`config.mk`:
```
export PLATFORM = sky130hd
export DESIGN_NAME = lcg48_bounded_random_unit_flat
export DESIGN_NICKNAME = d
export VERILOG_FILES = /design/src/rtl/lbr_pkg.sv /design/src/rtl/lbr_ifs.sv /design/src/rtl/lbr_dp.sv /design/src/rtl/lbr_ctrl.sv /design/src/rtl/lcg48_bounded_random_unit.sv /design/src/flat_wrapper.sv
export SDC_FILE = /design/constraint.sdc
export NUM_CORES = 2
export LEC_CHECK = 0
export BUFFER_PORTS_ARGS = -buffer_cell sky130_fd_sc_hd__buf_4
export CAP_MARGIN = 20
export CORE_MARGIN = 2
export CORE_UTILIZATION = 59
export DETAILED_ROUTE_END_ITERATION = 16
export GPL_ROUTABILITY_DRIVEN = 0
export PLACE_DENSITY = 0.87
export SYNTH_ARGS = -nofsm -noshare
export SYNTH_HDL_FRONTEND = slang
export SYNTH_SLANG_ARGS = --single-unit
```
`constraint.sdc`:
```
create_clock -name clk -period 9.8 [get_ports clk]
set_input_delay 0.49 -clock clk [delete_from_list [all_inputs] [get_ports clk]]
set_output_delay 0.49 -clock clk [all_outputs]
set_load 0.02 [all_outputs]
```
`src/rtl/lbr_pkg.sv`:
```
package lbr_pkg;

    // Generator and field widths
    localparam int STATE_BITS = 48;
    localparam int DRAW_BITS  = 31;
    localparam int HALF_BITS  = STATE_BITS / 2;
    localparam int CNT_BITS   = 5;

    // APB configuration port
    localparam int APB_AW = 4;
    localparam int APB_DW = 64;

    // Register index, taken from paddr[3]
    localparam logic REG_SEED = 1'b0;

    // Generator constants
    localparam logic [STATE_BITS-1:0] LCG_MULT   = 48'h0005_DEEC_E66D;
    localparam logic [STATE_BITS-1:0] LCG_INC    = 48'h0000_0000_000B;
    localparam logic [STATE_BITS-1:0] SEED_RESET = 48'h0048_4F55_5345;
    localparam logic [STATE_BITS-1:0] STATE_RESET = SEED_RESET ^ LCG_MULT;
    localparam logic [HALF_BITS-1:0]  MULT_LO    = LCG_MULT[HALF_BITS-1:0];
    localparam logic [HALF_BITS-1:0]  MULT_HI    = LCG_MULT[STATE_BITS-1:HALF_BITS];

    // Partial product phases of one generator step
    localparam logic [1:0] PH_LO  = 2'd0;
    localparam logic [1:0] PH_MID = 2'd1;
    localparam logic [1:0] PH_HI  = 2'd2;

    // Controller to datapath commands
    typedef struct packed {
        logic       take_bound;
        logic       lcg_en;
        logic [1:0] lcg_phase;
        logic       div_init;
        logic       div_step;
        logic       load_res;
        logic       load_out;
    } cmd_t;

    // Datapath to controller status
    typedef struct packed {
        logic pow2;
        logic div_last;
        logic reject;
    } sts_t;

endpackage

```
`src/rtl/lbr_ifs.sv`:
```
interface lbr_req_if;
    logic                       valid;
    logic                       ready;
    logic [lbr_pkg::DRAW_BITS-1:0] bound;

    modport source (output valid, output bound, input ready);
    modport sink   (input valid, input bound, output ready);
endinterface

interface lbr_rsp_if;
    logic                       valid;
    logic                       ready;
    logic [lbr_pkg::DRAW_BITS-1:0] value;

    modport source (output valid, output value, input ready);
    modport sink   (input valid, input value, output ready);
endinterface

```
`src/rtl/lbr_dp.sv`:
```
module lbr_dp (
    input  logic                          clk,
    input  logic                          rst_n,
    input  logic                          seed_load,
    input  logic [lbr_pkg::STATE_BITS-1:0] seed_value,
    input  logic [lbr_pkg::DRAW_BITS-1:0]  bound,
    input  lbr_pkg::cmd_t                 cmd,
    output lbr_pkg::sts_t                 sts,
    output logic [lbr_pkg::DRAW_BITS-1:0]  value
);

    localparam int SB = lbr_pkg::STATE_BITS;
    localparam int DB = lbr_pkg::DRAW_BITS;
    localparam int HB = lbr_pkg::HALF_BITS;

    logic [SB-1:0]                 state_reg, state_next;
    logic [SB-1:0]                 acc_reg, acc_next;
    logic [DB-1:0]                 bound_reg;
    logic [DB-1:0]                 rem_reg, rem_next;
    logic [DB-1:0]                 dvd_reg, dvd_next;
    logic [lbr_pkg::CNT_BITS-1:0]  cnt_reg, cnt_next;
    logic [DB-1:0]                 res_reg, res_next;
    logic [DB-1:0]                 value_reg;

    logic [HB-1:0]   mul_a;
    logic [HB-1:0]   mul_k;
    logic [SB-1:0]   prod;
    logic [HB-1:0]   upper_sum;
    logic [DB-1:0]   draw;
    logic [DB-1:0]   draw_new;
    logic [2*DB-1:0] scale;
    logic [DB+1:0]   trial;
    logic [DB:0]     slack;
    logic [DB-1:0]   neg_bound;

    // Select operands of the shared 24x24 multiplier
    always_comb
    begin
        case (cmd.lcg_phase)
            lbr_pkg::PH_LO:
            begin
                mul_a = state_reg[HB-1:0];
                mul_k = lbr_pkg::MULT_LO;
            end
            lbr_pkg::PH_MID:
            begin
                mul_a = state_reg[SB-1:HB];
                mul_k = lbr_pkg::MULT_LO;
            end
            lbr_pkg::PH_HI:
            begin
                mul_a = state_reg[HB-1:0];
                mul_k = lbr_pkg::MULT_HI;
            end
            default:
            begin
                mul_a = '0;
                mul_k = '0;
            end
        endcase
    end

    assign prod      = mul_a * mul_k;
    assign upper_sum = acc_reg[SB-1:HB] + prod[HB-1:0];
    assign draw      = state_reg[SB-1:SB-DB];
    assign draw_new  = {upper_sum, acc_reg[HB-1:SB-DB]};

    // Accumulate partial products, commit the new state in the last phase
    always_comb
    begin
        acc_next   = acc_reg;
        state_next = state_reg;
        if (seed_load)
        begin
            state_next = seed_value ^ lbr_pkg::LCG_MULT;
        end
        else if (cmd.lcg_en)
        begin
            case (cmd.lcg_phase)
                lbr_pkg::PH_LO:
                begin
                    acc_next = prod + lbr_pkg::LCG_INC;
                end
                lbr_pkg::PH_MID:
                begin
                    acc_next = {upper_sum, acc_reg[HB-1:0]};
                end
                lbr_pkg::PH_HI:
                begin
                    state_next = {upper_sum, acc_reg[HB-1:0]};
                end
                default:
                begin
                    acc_next = acc_reg;
                end
            endcase
        end
    end

    // Restoring remainder, one dividend bit per cycle
    assign trial = {1'b0, rem_reg, dvd_reg[DB-1]} - {2'b00, bound_reg};

    always_comb
    begin
        rem_next = rem_reg;
        dvd_next = dvd_reg;
        cnt_next = cnt_reg;
        if (cmd.div_init)
        begin
            rem_next = '0;
            dvd_next = draw_new;
            cnt_next = '0;
        end
        else if (cmd.div_step)
        begin
            rem_next = trial[DB+1] ? {rem_reg[DB-2:0], dvd_reg[DB-1]} : trial[DB-1:0];
            dvd_next = {dvd_reg[DB-2:0], 1'b0};
            cnt_next = cnt_reg + 1'b1;
        end
    end

    // Power-of-two bound scales the draw
    assign scale = bound_reg * draw;

    // Result select
    always_comb
    begin
        res_next = res_reg;
        if (cmd.load_res)
        begin
            res_next = sts.pow2 ? scale[2*DB-1:DB] : rem_reg;
        end
    end

    // Status
    assign neg_bound    = ~bound_reg + 1'b1;
    assign slack        = {1'b0, draw} - {1'b0, rem_reg} + {1'b0, bound_reg} - 1'b1;
    assign sts.pow2     = (bound_reg & neg_bound) == bound_reg;
    assign sts.div_last = cnt_reg == lbr_pkg::CNT_BITS'(DB - 1);
    assign sts.reject   = slack[DB];

    // Generator state
    always_ff @(posedge clk or negedge rst_n)
    begin
        if (!rst_n)
        begin
            state_reg <= lbr_pkg::STATE_RESET;
        end
        else
        begin
            state_reg <= state_next;
        end
    end

    // Payload registers
    always_ff @(posedge clk)
    begin
        acc_reg <= acc_next;
        rem_reg <= rem_next;
        dvd_reg <= dvd_next;
        cnt_reg <= cnt_next;
        res_reg <= res_next;
        if (cmd.take_bound)
        begin
            bound_reg <= bound;
        end
        if (cmd.load_out)
        begin
            value_reg <= res_reg;
        end
    end

    assign value = value_reg;

endmodule

```
`src/rtl/lbr_ctrl.sv`:
```
module lbr_ctrl (
    input  logic          clk,
    input  logic          rst_n,
    input  logic          req_valid,
    output logic          req_ready,
    output logic          rsp_valid,
    input  logic          rsp_ready,
    input  lbr_pkg::sts_t sts,
    output lbr_pkg::cmd_t cmd
);

    localparam logic [2:0] S_IDLE   = 3'd0;
    localparam logic [2:0] S_LCG0   = 3'd1;
    localparam logic [2:0] S_LCG1   = 3'd2;
    localparam logic [2:0] S_LCG2   = 3'd3;
    localparam logic [2:0] S_MUL    = 3'd4;
    localparam logic [2:0] S_DIV    = 3'd5;
    localparam logic [2:0] S_CHECK  = 3'd6;
    localparam logic [2:0] S_FINISH = 3'd7;

    logic [2:0] state_reg, state_next;
    logic       out_valid_reg, out_valid_next;
    logic       out_free;

    assign out_free  = !out_valid_reg || rsp_ready;
    assign req_ready = state_reg == S_IDLE;
    assign rsp_valid = out_valid_reg;

    // Sequence one request: draw, scale (power-of-two bound) or reduce and check (reject redraws), finish
    always_comb
    begin
        state_next = state_reg;
        cmd        = '0;
        case (state_reg)
            S_IDLE:
            begin
                cmd.take_bound = req_valid;
                if (req_valid)
                begin
                    state_next = S_LCG0;
                end
            end
            S_LCG0:
            begin
                cmd.lcg_en    = 1'b1;
                cmd.lcg_phase = lbr_pkg::PH_LO;
                state_next    = S_LCG1;
            end
            S_LCG1:
            begin
                cmd.lcg_en    = 1'b1;
                cmd.lcg_phase = lbr_pkg::PH_MID;
                state_next    = S_LCG2;
            end
            S_LCG2:
            begin
                cmd.lcg_en    = 1'b1;
                cmd.lcg_phase = lbr_pkg::PH_HI;
                cmd.div_init  = 1'b1;
                state_next    = sts.pow2 ? S_MUL : S_DIV;
            end
            S_MUL:
            begin
                cmd.load_res = 1'b1;
                state_next   = S_FINISH;
            end
            S_DIV:
            begin
                cmd.div_step = 1'b1;
                if (sts.div_last)
                begin
                    state_next = S_CHECK;
                end
            end
            S_CHECK:
            begin
                if (sts.reject)
                begin
                    state_next = S_LCG0;
                end
                else
                begin
                    cmd.load_res = 1'b1;
                    state_next   = S_FINISH;
                end
            end
            S_FINISH:
            begin
                if (out_free)
                begin
                    cmd.load_out = 1'b1;
                    state_next   = S_IDLE;
                end
            end
            default:
            begin
                state_next = S_IDLE;
            end
        endcase
    end

    // Output slot: fill on finish, drop when taken
    always_comb
    begin
        out_valid_next = out_valid_reg;
        if (cmd.load_out)
        begin
            out_valid_next = 1'b1;
        end
        else if (rsp_ready)
        begin
            out_valid_next = 1'b0;
        end
    end

    always_ff @(posedge clk or negedge rst_n)
    begin
        if (!rst_n)
        begin
            state_reg     <= S_IDLE;
            out_valid_reg <= 1'b0;
        end
        else
        begin
            state_reg     <= state_next;
            out_valid_reg <= out_valid_next;
        end
    end

    a_accept_starts_draw: assert property (@(posedge clk) disable iff (!rst_n)
        (req_valid && req_ready) |=> state_reg == S_LCG0)
        else $error("accepted request did not start a draw");

    a_no_overwrite: assert property (@(posedge clk) disable iff (!rst_n)
        cmd.load_out |-> (!out_valid_reg || rsp_ready))
        else $error("output slot overwritten while full");

    a_mul_only_pow2: assert property (@(posedge clk) disable iff (!rst_n)
        state_reg == S_MUL |-> sts.pow2)
        else $error("scale path used for a bound that is not a power of two");

    a_check_after_div: assert property (@(posedge clk) disable iff (!rst_n)
        state_reg == S_CHECK |-> $past(state_reg == S_DIV && sts.div_last))
        else $error("rejection test reached before the remainder finished");

endmodule

```
`src/rtl/lcg48_bounded_random_unit.sv`:
```
// A request is accepted, then the generator steps through phases LO, MID and HI; for a
// bound that is not a power of two the one-bit divider forms the remainder, the draw is
// tested and a rejected draw returns to the generator. Power-of-two bounds scale instead.
// Throughput: one request in flight; a new request is taken while the result waits.
// Reset: asynchronous active-low; seed returns to 0x484F555345, generator state
// to seed XOR 0x5DEECE66D, no request pending and no result valid.
module lcg48_bounded_random_unit (
    input  logic                        clk,
    input  logic                        rst_n,
    input  logic                        psel,
    input  logic                        penable,
    input  logic                        pwrite,
    input  logic [lbr_pkg::APB_AW-1:0]  paddr,
    input  logic [lbr_pkg::APB_DW-1:0]  pwdata,
    output logic [lbr_pkg::APB_DW-1:0]  prdata,
    output logic                        pready,
    lbr_req_if.sink                     req,
    lbr_rsp_if.source                   rsp
);

    logic [lbr_pkg::STATE_BITS-1:0] seed_reg, seed_next;
    logic                           seed_load;
    lbr_pkg::cmd_t                  cmd;
    lbr_pkg::sts_t                  sts;

    // Decode register writes
    assign pready    = 1'b1;
    assign seed_load = psel && penable && pwrite && (paddr[3] == lbr_pkg::REG_SEED);
    assign seed_next = seed_load ? pwdata[lbr_pkg::STATE_BITS-1:0] : seed_reg;

    // Register readback
    always_comb
    begin
        prdata = '0;
        if (paddr[3] == lbr_pkg::REG_SEED)
        begin
            prdata = lbr_pkg::APB_DW'(seed_reg);
        end
    end

    always_ff @(posedge clk or negedge rst_n)
    begin
        if (!rst_n)
        begin
            seed_reg <= lbr_pkg::SEED_RESET;
        end
        else
        begin
            seed_reg <= seed_next;
        end
    end

    lbr_ctrl u_ctrl (
        .clk       (clk),
        .rst_n     (rst_n),
        .req_valid (req.valid),
        .req_ready (req.ready),
        .rsp_valid (rsp.valid),
        .rsp_ready (rsp.ready),
        .sts       (sts),
        .cmd       (cmd)
    );

    lbr_dp u_dp (
        .clk        (clk),
        .rst_n      (rst_n),
        .seed_load  (seed_load),
        .seed_value (pwdata[lbr_pkg::STATE_BITS-1:0]),
        .bound      (req.bound),
        .cmd        (cmd),
        .sts        (sts),
        .value      (rsp.value)
    );

endmodule

```
`src/flat_wrapper.sv`:
```
// flat-port wrapper written by rule: the top's interface ports become plain ports
module lcg48_bounded_random_unit_flat 
  (clk, rst_n, psel, penable, pwrite, paddr, pwdata, prdata, pready, req_valid, req_bound, req_ready, rsp_valid, rsp_value, rsp_ready);
  lbr_req_if req_i ();
  lbr_rsp_if rsp_i ();
  input  logic clk;
  input  logic rst_n;
  input  logic psel;
  input  logic penable;
  input  logic pwrite;
  input  logic [lbr_pkg::APB_AW-1:0] paddr;
  input  logic [lbr_pkg::APB_DW-1:0] pwdata;
  output logic [lbr_pkg::APB_DW-1:0] prdata;
  output logic pready;
  input wire logic [$bits(req_i.valid)-1:0] req_valid;
  input wire logic [$bits(req_i.bound)-1:0] req_bound;
  output wire logic [$bits(req_i.ready)-1:0] req_ready;
  output wire logic [$bits(rsp_i.valid)-1:0] rsp_valid;
  output wire logic [$bits(rsp_i.value)-1:0] rsp_value;
  input wire logic [$bits(rsp_i.ready)-1:0] rsp_ready;
  assign req_i.valid = req_valid;
  assign req_i.bound = req_bound;
  assign req_ready = req_i.ready;
  assign rsp_valid = rsp_i.valid;
  assign rsp_value = rsp_i.value;
  assign rsp_i.ready = rsp_ready;
  lcg48_bounded_random_unit u_core (.clk(clk), .rst_n(rst_n), .psel(psel), .penable(penable), .pwrite(pwrite), .paddr(paddr), .pwdata(pwdata), .prdata(prdata), .pready(pready), .req(req_i), .rsp(rsp_i));
endmodule
```
==> flow_metrics.env <==
export IMPL_slew_violations=0
export IMPL_yosysWarnings=0
export IMPL_synth_avg_cell_area_um2=9.105
export IMPL_synth_top_cells_by_count="1582 x inv_1, 1230 x fa_1, 1219 x nand2_1"
export IMPL_ys_ff_latch=308
export IMPL_hp_class="in -> reg"
export IMPL_yosysTopAreaCell="fa_1"
export IMPL_grt_pass1_wl_um=292900
export IMPL_grt_overflow=0
export IMPL_grt_max_degree=76
export IMPL_synth_ff_type="edfxtp_1"
export IMPL_crit_buf_inv=6
export IMPL_clk_latency_ns=0.65
export IMPL_cp_depth=28
export IMPL_grt_pass1_vias=53480
export IMPL_finalCritPeriodShare_pct=98.30
export IMPL_setup_tns_ns=0
export IMPL_max_freq_mhz=103.8
export IMPL_die_w_um=326.6
export IMPL_antenna_found_initial=2
export IMPL_crit_family="adder cells"
export IMPL_gr_usage_all_layers_pct=35.71
export IMPL_routed_wl_um=188800
export IMPL_yosysSeqAreaShare_pct=13.74
export IMPL_dp_hpwl_um=151200
export IMPL_setup_worst_path_end_class="flop"
export IMPL_crit_top_cell="fa_1"
export IMPL_worst_pin_slew_ns=1.220
export IMPL_yosys_cell_types_count=95
export IMPL_fin_skew_ns=0.05770
export IMPL_io_buffers=167
export IMPL_endpoint="u_core.u_dp.res_reg[25]$_DFFE_PP_"
export IMPL_crit_path_top_delay_cell="dfrtp_1"
export IMPL_status="finished clean"
export IMPL_clock_root_buffer="clkbuf_16"
export IMPL_initial_utilization_pct=59.40
export IMPL_required_ns=10.13
export IMPL_dr_total_vias=49940
export IMPL_wl_per_cell_um=22.93
export IMPL_drcViolationCount=0
export IMPL_viasPerCell=6.065
export IMPL_async_flop_share_pct=32.47
export IMPL_slowest_delay_ns=1.03
export IMPL_pin_count=204
export IMPL_drtIter0Drc=6512
export IMPL_r2r_slack_ns=0.17
export IMPL_n_fill_cell=7600
export IMPL_num_rows=118
export IMPL_clockBufferDepth=3
export IMPL_crit_path_max_fanout=13
export IMPL_die_area_mm2=0.1066
export IMPL_path_clk_slew_ns=0.07
export IMPL_stdcell_count=8233
export IMPL_rsz0062_at_grt="yes"
export IMPL_htree_levels=1
export IMPL_setup_viol=0
export IMPL_timing_slew_headroom_pct=17.97
export IMPL_syn_inst=6742
export IMPL_fin_nets=8732
export IMPL_ant_nets=0
export IMPL_cts_tree="built"
export IMPL_r2r_start="u_core.u_dp.state_reg[27]$_DFFE_PN0P_"
export IMPL_placed_cells=8160
export IMPL_synth_top_area_share_pct=40.11
export IMPL_area_delta_synth_final_pct=7.125
export IMPL_synth_edf_count=172
export IMPL_startpoint_type="flop"
export IMPL_synth_area_leaders="fa_1 40%, ha_1 12%, inv_1 9.7%, edfxtp_1 8.4%, nand2_1 7.5%"
export IMPL_cts_buffers=30
export IMPL_layout_drive_gt1_share_pct=7.286
export IMPL_cts_sinks=308
export IMPL_die_h_um=326.6
export IMPL_worst_endpoint_arrival_ns=9.96
export IMPL_drtPass1Iterations=14
export IMPL_cp_startpoint="u_core.u_dp.state_reg[27]$_DFFE_PN0P_"
export IMPL_cap_violations=0
export IMPL_period_needed_ns=9.633
export IMPL_finalHoldViolCount=0
export IMPL_crit_type="reg -> reg"
export IMPL_fp_coreArea_mm2=0.1033
export IMPL_syn_area_mm2=0.06139
export IMPL_worstRegToRegCells=28
export IMPL_synth_most_common_cell="inv_1"
export IMPL_r2r_end="u_core.u_dp.res_reg[25]$_DFFE_PP_"
## cell usage in the layout, fill, tap and decap left out, drive strengths merged, types with 22 or more instances in the layout
| master | n |
|---|---|
| buf | 343 |
| nand3 | 51 |
| nor2 | 305 |
| nor2b | 69 |
| ha | 571 |
| a21o | 82 |
| nor3 | 35 |
| clkbuf | 37 |
| o21a | 22 |
| nand2 | 1219 |
| xnor2 | 91 |
| nand4 | 34 |
| and2 | 50 |
| a31oi | 22 |
| fa | 1230 |
| dfstp | 37 |
| inv | 1593 |
| mux2i | 31 |
| edfxtp | 172 |
| dfxtp | 36 |
| a21boi | 51 |
| xor2 | 74 |
| o21ai | 162 |
| dfrtp | 63 |
| a21oi | 182 |
## how the worst min path moves through the flow
stage,from,to,slack (ns),depth (start not counted)
3_5_place_dp,u_core.u_dp.res_reg[10]$_DFFE_PP_,u_core.u_dp.value[10]$_DFFE_PP_,0.41,0
2_1_floorplan,rst_n,u_core.seed_reg[10]$_DFFE_PN0P_,0.19,0
6_report,pwdata[31],u_core.u_dp.state_reg[31]$_DFFE_PN1P_,0.04,2
3_3_place_gp,u_core.u_dp.res_reg[1]$_DFFE_PP_,u_core.u_dp.value[1]$_DFFE_PP_,0.40,0
4_1_cts,pwdata[31],u_core.u_dp.state_reg[31]$_DFFE_PN1P_,0.03,2
5_1_grt,pwdata[31],u_core.u_dp.state_reg[31]$_DFFE_PN1P_,0.03,2
## what timing repair did
item                                   4_1_cts  5_1_grt
endpoints found under the hold margin       19        0
resized for setup                            5       34
setup endpoints to repair                   10       34
hold buffers                                 1        0
cloned                                       0        0
pin swaps                                    0        3
setup buffers                                0        9
## metal layers
| metal | global-route usage (%) | vias to the layer above | wire length [um] |
|---|---|---|---|
| met4 | 23.95 | 4 | 16340 |
| met5 | 0 | - | 27 |
| met2 | 54.06 | 3898 | 81510 |
| li1 | - | 20520 | - |
| met1 | 43.53 | 24360 | 62470 |
| met3 | 12.10 | 1156 | 28430 |
## worst reg2reg max path, delay by kind of cell, from the launching register on
| family | cells | cell delay (ns) |
|---|---|---|
| flops | 1 | 1.03 |
| compound gates | 11 | 3.02 |
| fa+ha+maj | 9 | 4.26 |
| simple gates | 1 | 0.12 |
| xor+xnor | 1 | 0.18 |
| buf+inv | 6 | 0.69 |
## stage by stage
step	setup slack (ns)	util, %	cell area [um2]	hold WS (ns)
3_5_place_dp	-0.1610	62.41	64500	0.4054
2_1_floorplan	0.6015	-	61440	0.1944
6_report	0.1670	63.63	65760	0.03687
4_1_cts	0.004642	63.36	65490	0.02919
5_1_grt	-0.1307	63.62	65750	0.02844
3_3_place_gp	0.1892	62.40	64490	0.4025
## layout make-up
| cell class | count | area (um2) | area share [%] |
|---|---|---|---|
| Antenna cell | 4 | 10.01 | 0.01522 |
| Clock inverter | 19 | 166.4 | 0.2530 |
| Sequential cell | 308 | 8434 | 12.83 |
| Multi-Input combinational cell | 4551 | 46020 | 69.98 |
| Clock buffer | 37 | 797.0 | 1.212 |
| Inverter | 1590 | 5972 | 9.081 |
| Timing Repair Buffer | 344 | 2634 | 4.005 |
| Tap cell | 1380 | 1727 | 2.626 |
## kinds of logic (layout without fill, tap and decap cells)
group,Yosys count,in the layout,share of synthesized area [%]
buffers and inverters,1898,1990,11.76
DFF,308,308,13.74
other,2,21,0.01223
adders and majority gates,1804,1804,51.80
and+or+nand+nor,1865,1865,12.80
AOI/OAI and AO/OA,661,661,6.838
xor gates and xnor gates,165,165,2.354
muxes,39,39,0.6889
Power is not shown: default switching activity piles up to over one toggle a cycle in this logic, so the estimate is an artifact.
